### config.mk
export PLATFORM = sky130hd
export DESIGN_NAME = per_address_error_rate_limiter_unit
export DESIGN_NICKNAME = d
export VERILOG_FILES = /design/src/rtl/paerl_pkg.sv /design/src/rtl/paerl_spacing.sv /design/src/rtl/paerl_table.sv /design/src/rtl/per_address_error_rate_limiter_unit.sv
export SDC_FILE = /design/constraint.sdc
export NUM_CORES = 2
export LEC_CHECK = 0
export BUFFER_PORTS_ARGS = -buffer_cell sky130_fd_sc_hd__buf_2
export CORE_AREA = 5 5 327 393
export CTS_CLUSTER_SIZE = 30
export DETAILED_ROUTE_END_ITERATION = 6
export DIE_AREA = 0 0 332 398
export PLACE_DENSITY = 0.76
export REMOVE_ABC_BUFFERS = 1
export SETUP_SLACK_MARGIN = 0.2
export SLEW_MARGIN = 20
export SYNTH_ARGS = -nofsm -noshare
export SYNTH_HDL_FRONTEND = slang
export SYNTH_HIERARCHICAL = 1
export SYNTH_SLANG_ARGS = --single-unit
### constraint.sdc
create_clock -name i_clk -period 13.85 [get_ports i_clk]
set_input_delay 2.0775 -clock i_clk [delete_from_list [all_inputs] [get_ports i_clk]]
set_output_delay 2.0775 -clock i_clk [all_outputs]
set_load 0.01 [all_outputs]
### src/rtl/paerl_pkg.sv
package paerl_pkg;

    localparam int unsigned LIMIT_W         = 14;
    localparam int unsigned LIMIT_US_W      = 24;
    localparam int unsigned ADDR_W          = 32;
    localparam int unsigned SEC_W           = 32;
    localparam int unsigned USEC_W          = 20;
    localparam int unsigned DEF_TABLE_ENTRIES = 16;

    localparam logic [LIMIT_W-1:0] LIMIT_RESET = 14'd1000;
    localparam logic [9:0]         USEC_PER_MS = 10'd1000;
    localparam logic [25:0]        ONE_MILLION = 26'd1000000;

    localparam logic FUNC_REPORT = 1'b0;
    localparam logic FUNC_CLEAR  = 1'b1;

    typedef struct packed {
        logic              func;
        logic [ADDR_W-1:0] address;
        logic [SEC_W-1:0]  time_sec;
        logic [USEC_W-1:0] time_usec;
    } t_in_beat;

    typedef struct packed {
        logic allowed;
        logic not_stored;
    } t_out_beat;

    typedef struct packed {
        logic              clear;
        logic              update;
        logic              insert;
        logic [ADDR_W-1:0] address;
        logic [SEC_W-1:0]  time_sec;
        logic [USEC_W-1:0] time_usec;
    } t_tbl_wr;

    typedef struct packed {
        logic              hit;
        logic              full;
        logic [SEC_W-1:0]  last_sec;
        logic [USEC_W-1:0] last_usec;
    } t_tbl_rd;

endpackage

### src/rtl/paerl_spacing.sv
module paerl_spacing
    import paerl_pkg::*;
(
    input  logic [SEC_W-1:0]   i_now_sec,
    input  logic [USEC_W-1:0]  i_now_usec,
    input  logic [SEC_W-1:0]   i_last_sec,
    input  logic [USEC_W-1:0]  i_last_usec,
    input  logic [LIMIT_W-1:0] i_limit_ms,
    output logic               o_ok
);

    logic [SEC_W-1:0]      ds;
    logic                  backwards;
    logic signed [25:0]    gap;
    logic signed [25:0]    gap_wrap;
    logic signed [25:0]    lim;
    logic [LIMIT_US_W-1:0] lim_us;

    assign backwards = i_now_sec < i_last_sec;
    assign ds        = i_now_sec - i_last_sec;
    assign lim_us    = LIMIT_US_W'(i_limit_ms) * LIMIT_US_W'(USEC_PER_MS);
    assign lim       = $signed({2'b00, lim_us});
    assign gap       = $signed({6'd0, i_now_usec}) - $signed({6'd0, i_last_usec});
    assign gap_wrap  = gap + $signed(ONE_MILLION);

    always_comb begin
        if (backwards) begin
            o_ok = 1'b0;
        end else if (ds > SEC_W'(1)) begin
            o_ok = 1'b1;
        end else if (ds == SEC_W'(1)) begin
            o_ok = gap_wrap > lim;
        end else begin
            o_ok = gap > lim;
        end
    end

endmodule

### src/rtl/paerl_table.sv
module paerl_table
    import paerl_pkg::*;
#(
    parameter int unsigned TABLE_ENTRIES = DEF_TABLE_ENTRIES
) (
    input  logic              i_clk,
    input  logic              i_rst_n,
    input  logic [ADDR_W-1:0] i_lookup,
    input  t_tbl_wr           i_wr,
    output t_tbl_rd           o_rd
);

    logic [TABLE_ENTRIES-1:0] r_valid;
    logic [ADDR_W-1:0]        r_addr [TABLE_ENTRIES];
    logic [SEC_W-1:0]         r_sec  [TABLE_ENTRIES];
    logic [USEC_W-1:0]        r_usec [TABLE_ENTRIES];

    logic [TABLE_ENTRIES-1:0] hit_oh;
    logic [TABLE_ENTRIES-1:0] free_oh;

    // lowest clear bit of the valid vector
    assign free_oh = ~r_valid & (r_valid + TABLE_ENTRIES'(1));

    always_comb begin
        o_rd.last_sec  = '0;
        o_rd.last_usec = '0;
        for (int i = 0; i < TABLE_ENTRIES; i++) begin
            hit_oh[i] = r_valid[i] && (r_addr[i] == i_lookup);
            if (hit_oh[i]) begin
                o_rd.last_sec  = o_rd.last_sec | r_sec[i];
                o_rd.last_usec = o_rd.last_usec | r_usec[i];
            end
        end
        o_rd.hit  = |hit_oh;
        o_rd.full = &r_valid;
    end

    always_ff @(posedge i_clk) begin
        if (!i_rst_n) begin
            r_valid <= '0;
        end else if (i_wr.clear) begin
            r_valid <= '0;
        end else if (i_wr.insert) begin
            r_valid <= r_valid | free_oh;
        end
    end

    always_ff @(posedge i_clk) begin
        for (int i = 0; i < TABLE_ENTRIES; i++) begin
            if ((i_wr.insert && free_oh[i]) || (i_wr.update && hit_oh[i])) begin
                r_addr[i] <= i_wr.address;
                r_sec[i]  <= i_wr.time_sec;
                r_usec[i] <= i_wr.time_usec;
            end
        end
    end

endmodule

### src/rtl/per_address_error_rate_limiter_unit.sv
// per-address error rate limiter
// input channel: i_in_valid / o_in_stall carry a t_in_beat (func, address,
// time_sec, time_usec); func clear empties the table, func report asks
// whether a route-error message for the address may go out now
// output channel: o_out_valid / i_out_stall carry a t_out_beat (allowed,
// not_stored), exactly one result beat for every input beat, in order
// config: i_cfg_we writes i_cfg_wdata into limit_ms; the user writes it only
// while idle, the block itself does not enforce this
// order: an accepted beat sits in the input register, is decided against the
// table and registered into the result register, which can hold on a stall
// throughput: one beat per cycle unless the output stalls, set by the parallel
// match over the entry registers and the spacing compare into the result register
// reset: table empty, limit_ms back to 1000, both channels empty
// output stall: the result register holds; the input register still takes a
// beat if it is empty, then o_in_stall rises until the result is taken
module per_address_error_rate_limiter_unit
    import paerl_pkg::*;
#(
    parameter int unsigned TABLE_ENTRIES = DEF_TABLE_ENTRIES
) (
    input  logic               i_clk,
    input  logic               i_rst_n,
    input  logic               i_in_valid,
    output logic               o_in_stall,
    input  t_in_beat           i_in_beat,
    output logic               o_out_valid,
    input  logic               i_out_stall,
    output t_out_beat          o_out_beat,
    input  logic               i_cfg_we,
    input  logic [LIMIT_W-1:0] i_cfg_wdata
);

    logic               r_in_valid;
    t_in_beat           r_in;
    logic               r_out_valid;
    t_out_beat          r_out;
    logic [LIMIT_W-1:0] r_limit_ms;

    logic      adv;
    logic      do_step;
    logic      spacing_ok;
    t_tbl_wr   tbl_wr;
    t_tbl_rd   tbl_rd;
    t_out_beat n_out;

    assign adv         = !r_out_valid || !i_out_stall;
    assign do_step     = r_in_valid && adv;
    assign o_in_stall  = r_in_valid && !adv;
    assign o_out_valid = r_out_valid;
    assign o_out_beat  = r_out;

    paerl_table #(
        .TABLE_ENTRIES(TABLE_ENTRIES)
    ) u_table (
        .i_clk   (i_clk),
        .i_rst_n (i_rst_n),
        .i_lookup(r_in.address),
        .i_wr    (tbl_wr),
        .o_rd    (tbl_rd)
    );

    paerl_spacing u_spacing (
        .i_now_sec  (r_in.time_sec),
        .i_now_usec (r_in.time_usec),
        .i_last_sec (tbl_rd.last_sec),
        .i_last_usec(tbl_rd.last_usec),
        .i_limit_ms (r_limit_ms),
        .o_ok       (spacing_ok)
    );

    always_comb begin
        tbl_wr.address   = r_in.address;
        tbl_wr.time_sec  = r_in.time_sec;
        tbl_wr.time_usec = r_in.time_usec;
        tbl_wr.clear     = 1'b0;
        tbl_wr.update    = 1'b0;
        tbl_wr.insert    = 1'b0;
        n_out.allowed    = 1'b0;
        n_out.not_stored = 1'b0;
        if (r_in.func == FUNC_CLEAR) begin
            tbl_wr.clear = do_step;
        end else if (tbl_rd.hit) begin
            n_out.allowed = spacing_ok;
            tbl_wr.update = do_step && spacing_ok;
        end else begin
            n_out.allowed    = 1'b1;
            n_out.not_stored = tbl_rd.full;
            tbl_wr.insert    = do_step && !tbl_rd.full;
        end
    end

    always_ff @(posedge i_clk) begin
        if (!i_rst_n) begin
            r_in_valid  <= 1'b0;
            r_out_valid <= 1'b0;
            r_limit_ms  <= LIMIT_RESET;
        end else begin
            if (i_cfg_we) begin
                r_limit_ms <= i_cfg_wdata;
            end
            if (!o_in_stall) begin
                r_in_valid <= i_in_valid;
            end
            if (adv) begin
                r_out_valid <= r_in_valid;
            end
        end
    end

    always_ff @(posedge i_clk) begin
        if (i_in_valid && !o_in_stall) begin
            r_in <= i_in_beat;
        end
        if (do_step) begin
            r_out <= n_out;
        end
    end

    a_not_stored_allowed: assert property (@(posedge i_clk) disable iff (!i_rst_n)
        o_out_valid && o_out_beat.not_stored |-> o_out_beat.allowed)
        else $error("not_stored without allowed");

    a_stall_needs_result: assert property (@(posedge i_clk) disable iff (!i_rst_n)
        o_in_stall |-> o_out_valid && r_in_valid)
        else $error("input stalled with empty result register");

    a_held_beat_kept: assert property (@(posedge i_clk) disable iff (!i_rst_n)
        r_in_valid && !adv |=> r_in_valid && $stable(r_in))
        else $error("held input beat lost");

    a_clear_result: assert property (@(posedge i_clk) disable iff (!i_rst_n)
        do_step && r_in.func == FUNC_CLEAR |=> !r_out.allowed && !r_out.not_stored)
        else $error("clear beat gave a nonzero result");

endmodule
==> impl_metrics.json <==
{
  "dp_hpwl_um": 133200,
  "grtUsageTotal_pct": 32.27,
  "fin_tns_setup_ns": 0,
  "async_flop_share_pct": 0,
  "yosys_warnings": 6,
  "ys_types": 90,
  "finalHoldViolations": 0,
  "drt_first_pass_iters": 7,
  "drive_above_1_share_pct": 10.24,
  "hold_path_end": "u_table/r_addr[1][193]",
  "grt_pass1_vias": 49390,
  "cts_made_buffers": 145,
  "reg2reg_depth": 34,
  "criticalPathCategory": "register to register",
  "initial_core_util_pct": 56.41,
  "worstReg2RegEnd": "u_table/r_sec[1][17]",
  "die-area_um2": 132100,
  "cap_violations": 0,
  "violations": "DRC",
  "io_pins": 108,
  "avgRoutedWirePerCell_um": 29.07,
  "final_cell_mix": "edfxtp_1, nand4_1, inv_1, nor2_1, xnor2_1",
  "crit_path_frequent_cell": "buf_4",
  "route.layer.met1.wl_um": 74470,
  "die_h_um": 398,
  "worstReg2RegStart": "r_in[82]",
  "worst_slack_ns": 2.259,
  "cts.sinks": 1463,
  "fill_cells": 9311,
  "whs_path_depth": 0,
  "seq_power_share_pct": 48.5,
  "ctsHoldBuffers": 0,
  "switchingPower_mw": 2.628,
  "rsz0062_at_grt": "false",
  "netlist_instances": 5669,
  "rows": 142,
  "cts.repair.resized": 0,
  "fin_skew_ns": 0.03004,
  "htree_num_levels": 4,
  "avgSynthCellArea_um2": 12.36,
  "post-place-ws_ns": 2.670,
  "maxSlewViolCount": 0,
  "postCtsSetupBuffers": 0,
  "p_per_area_nw_per_um2": 132.2,
  "area_delta_synth_final_pct": 9.951,
  "worstPathRequired_ns": 14.25,
  "io_buffers": 107,
  "cpMaxStageDelayCell": "edfxtp_1",
  "ff_latch_area_um2": 43610,
  "ir_drop_uv": 127.2,
  "die_w_um": 332,
  "startpoint_type": "register",
  "finalWirelength_um": 218800,
  "place_congestion": 0.9828,
  "outcome": "finished, violations left",
  "multiInputGateArea_um2": 22000,
  "crit_fanout": 35,
  "cts_root_buf": "clkbuf_16",
  "synth_edf_count": 1431,
  "combinationalPowerShare_pct": 14.3,
  "nNetsFinal": 6041,
  "core_um2": 124200,
  "setup_violations": 0,
  "clock_path_buffers": 3,
  "max_stage_delay_ns": 0.88,
  "slew-limit-headroom_pct": 22.51,
  "drc": 53,
  "period_needed_ns": 11.59,
  "ys.flop_type": "edfxtp_1",
  "worstMarginPinSlew_ns": 1.161,
  "grt_pass1_wl_um": 317500,
  "ant_nets": 0,
  "yosysSeqAreaShare_pct": 62.25,
  "synth_area_um2": 70060,
  "dr.max_layer_used": "met5",
  "grt_overflow": 0,
  "grt_max_degree": 71,
  "intPower_mw": 7.559,
  "synth_seq_cells": 1463,
  "period_share_pct": 83.69,
  "wl_met3_um": 25740,
  "vias_per_cell": 6.639,
  "clock.fmax_mhz": 86.28,
  "power.leakage_nw": 26.98,
  "layout_commonest_cell": "edfxtp_1",
  "drtIter0Drc": 6987,
  "path_clk_slew_ns": 0.06,
  "r2r_setup_slack_ns": 2.26,
  "cp-end-kind": "register",
  "clock_latency_ns": 0.80,
  "cp.arrival_ns": 11.99,
  "antenna_found_initial": 4,
  "vias": 49970,
  "clkPwrFrac_pct": 37.2,
  "hold_class": "register to register",
  "switching_share_pct": 25.80,
  "cts_tree": "built",
  "wl_met2_um": 101100,
  "hold_path.startpoint": "r_in[53]"
}
==> how the worst max path moves through the flow <==
stage	to	startpoint	slack [ns]	cells past startpoint
3_3_place_gp	u_table/r_sec[0][28]	r_in[72]	2.60	35
2_1_floorplan	u_table/r_addr[0][160]	r_in[58]	-1.62	31
6_report	u_table/r_sec[1][17]	r_in[82]	2.26	34
3_5_place_dp	u_table/r_sec[1][29]	r_in[82]	2.67	34
5_1_grt	u_table/r_usec[1][18]	r_in[82]	1.94	33
4_1_cts	u_table/r_usec[1][17]	r_in[82]	2.63	34
==> synthesized netlist by cell type, types with 16 or more instances <==
master | instances | area (um^2)
nor4_1 | 16 | 100.1
nand3_1 | 142 | 710.7
or4_1 | 55 | 412.9
ha_1 | 129 | 1614
nand2b_1 | 18 | 112.6
o2111ai_1 | 214 | 1874
xor2_1 | 45 | 394.1
a21oi_1 | 79 | 395.4
nor2_1 | 607 | 2278
edfxtp_1 | 1431 | 42970
nor2b_1 | 22 | 137.6
dfxtp_1 | 32 | 640.6
inv_1 | 698 | 2620
nand2_1 | 173 | 649.4
o21ai_0 | 56 | 280.3
clkbuf_1 | 104 | 390.4
nor3_1 | 25 | 125.1
buf_2 | 140 | 700.7
a21o_1 | 33 | 247.7
nand4_1 | 747 | 4673
fa_1 | 48 | 960.9
xnor2_1 | 501 | 4388
mux2i_1 | 22 | 220.2
buf_6 | 66 | 743.2
buf_4 | 23 | 172.7
==> area by class of cell <==
class / instances / share of cell area (%)
inverters: 699 / 3.406
diodes: 2 / 0.006497
clock buffers: 179 / 4.931
multi-input cells: 3142 / 28.56
flip-flops and latches: 1463 / 56.62
clock inverters: 77 / 0.8771
well taps: 1656 / 2.690
repair buffers: 309 / 2.914
==> routing by layer <==
metal / vias to the layer above / GRT usage [%]
met5: - / 0
met4: 4 / 21.42
met3: 1129 / 8.311
met2: 3772 / 52.09
met1: 24160 / 38.51
li1: 20910 / -
==> cells by family after synthesis <==
| family | Yosys count | synth area share [%] |
|---|---|---|
| multiplexers | 23 | 0.3304 |
| XOR/XNOR | 549 | 6.896 |
| flip-flops | 1463 | 62.25 |
| AND/OR/NAND/NOR | 1890 | 14.37 |
| adder cells (fa/ha/maj) | 178 | 3.690 |
| AO/OA/AOI/OAI | 502 | 5.431 |
| buffers and inverters | 1064 | 7.030 |
==> state kept, by name, summed over array words and instances (netlist names) <==
name / cells
u_table/r_valid: 16
r_in_valid: 1
u_table/r_sec: 512
o_out_beat: 2
r_in: 85
o_out_valid: 1
r_limit_ms: 14
u_table/r_addr: 512
u_table/r_usec: 320
==> power by group through the flow <==
stage | sequential, mW | combinational (mW) | clock, mW
after floorplan | 5.06 | 0.967 | 0
after global placement | 5.03 | 1.43 | 0
after detailed placement | 5.03 | 1.43 | 0
after CTS | 4.94 | 1.44 | 3.82
after global routing | 4.94 | 1.59 | 4.01
final | 4.94 | 1.45 | 3.79
==> stage by stage <==
stage               area, um^2  hold WS (ns)  util (%)  power (mW)  cells
floorplan                67760        0.4600         -       6.024   5304
global placement         72450        0.4786     58.33       6.461   7265
detailed placement       72490        0.5027     58.37       6.460   7267
CTS                      76960        0.5166     61.97       10.20   7523
global route             77020        0.5438     62.02       10.54   7525
finish                   77030        0.5156     62.02       10.19   7527
==> worst max-delay path, delay by kind of cell (launching register included) <==
kind            cells  cell delay, ns
flops               1            0.88
buf+inv             6            2.30
simple gates       12            3.56
fa+ha+maj           2            0.80
xor+xnor            1            0.16
compound gates     13            3.42
Power figures use the tool's default switching activity.
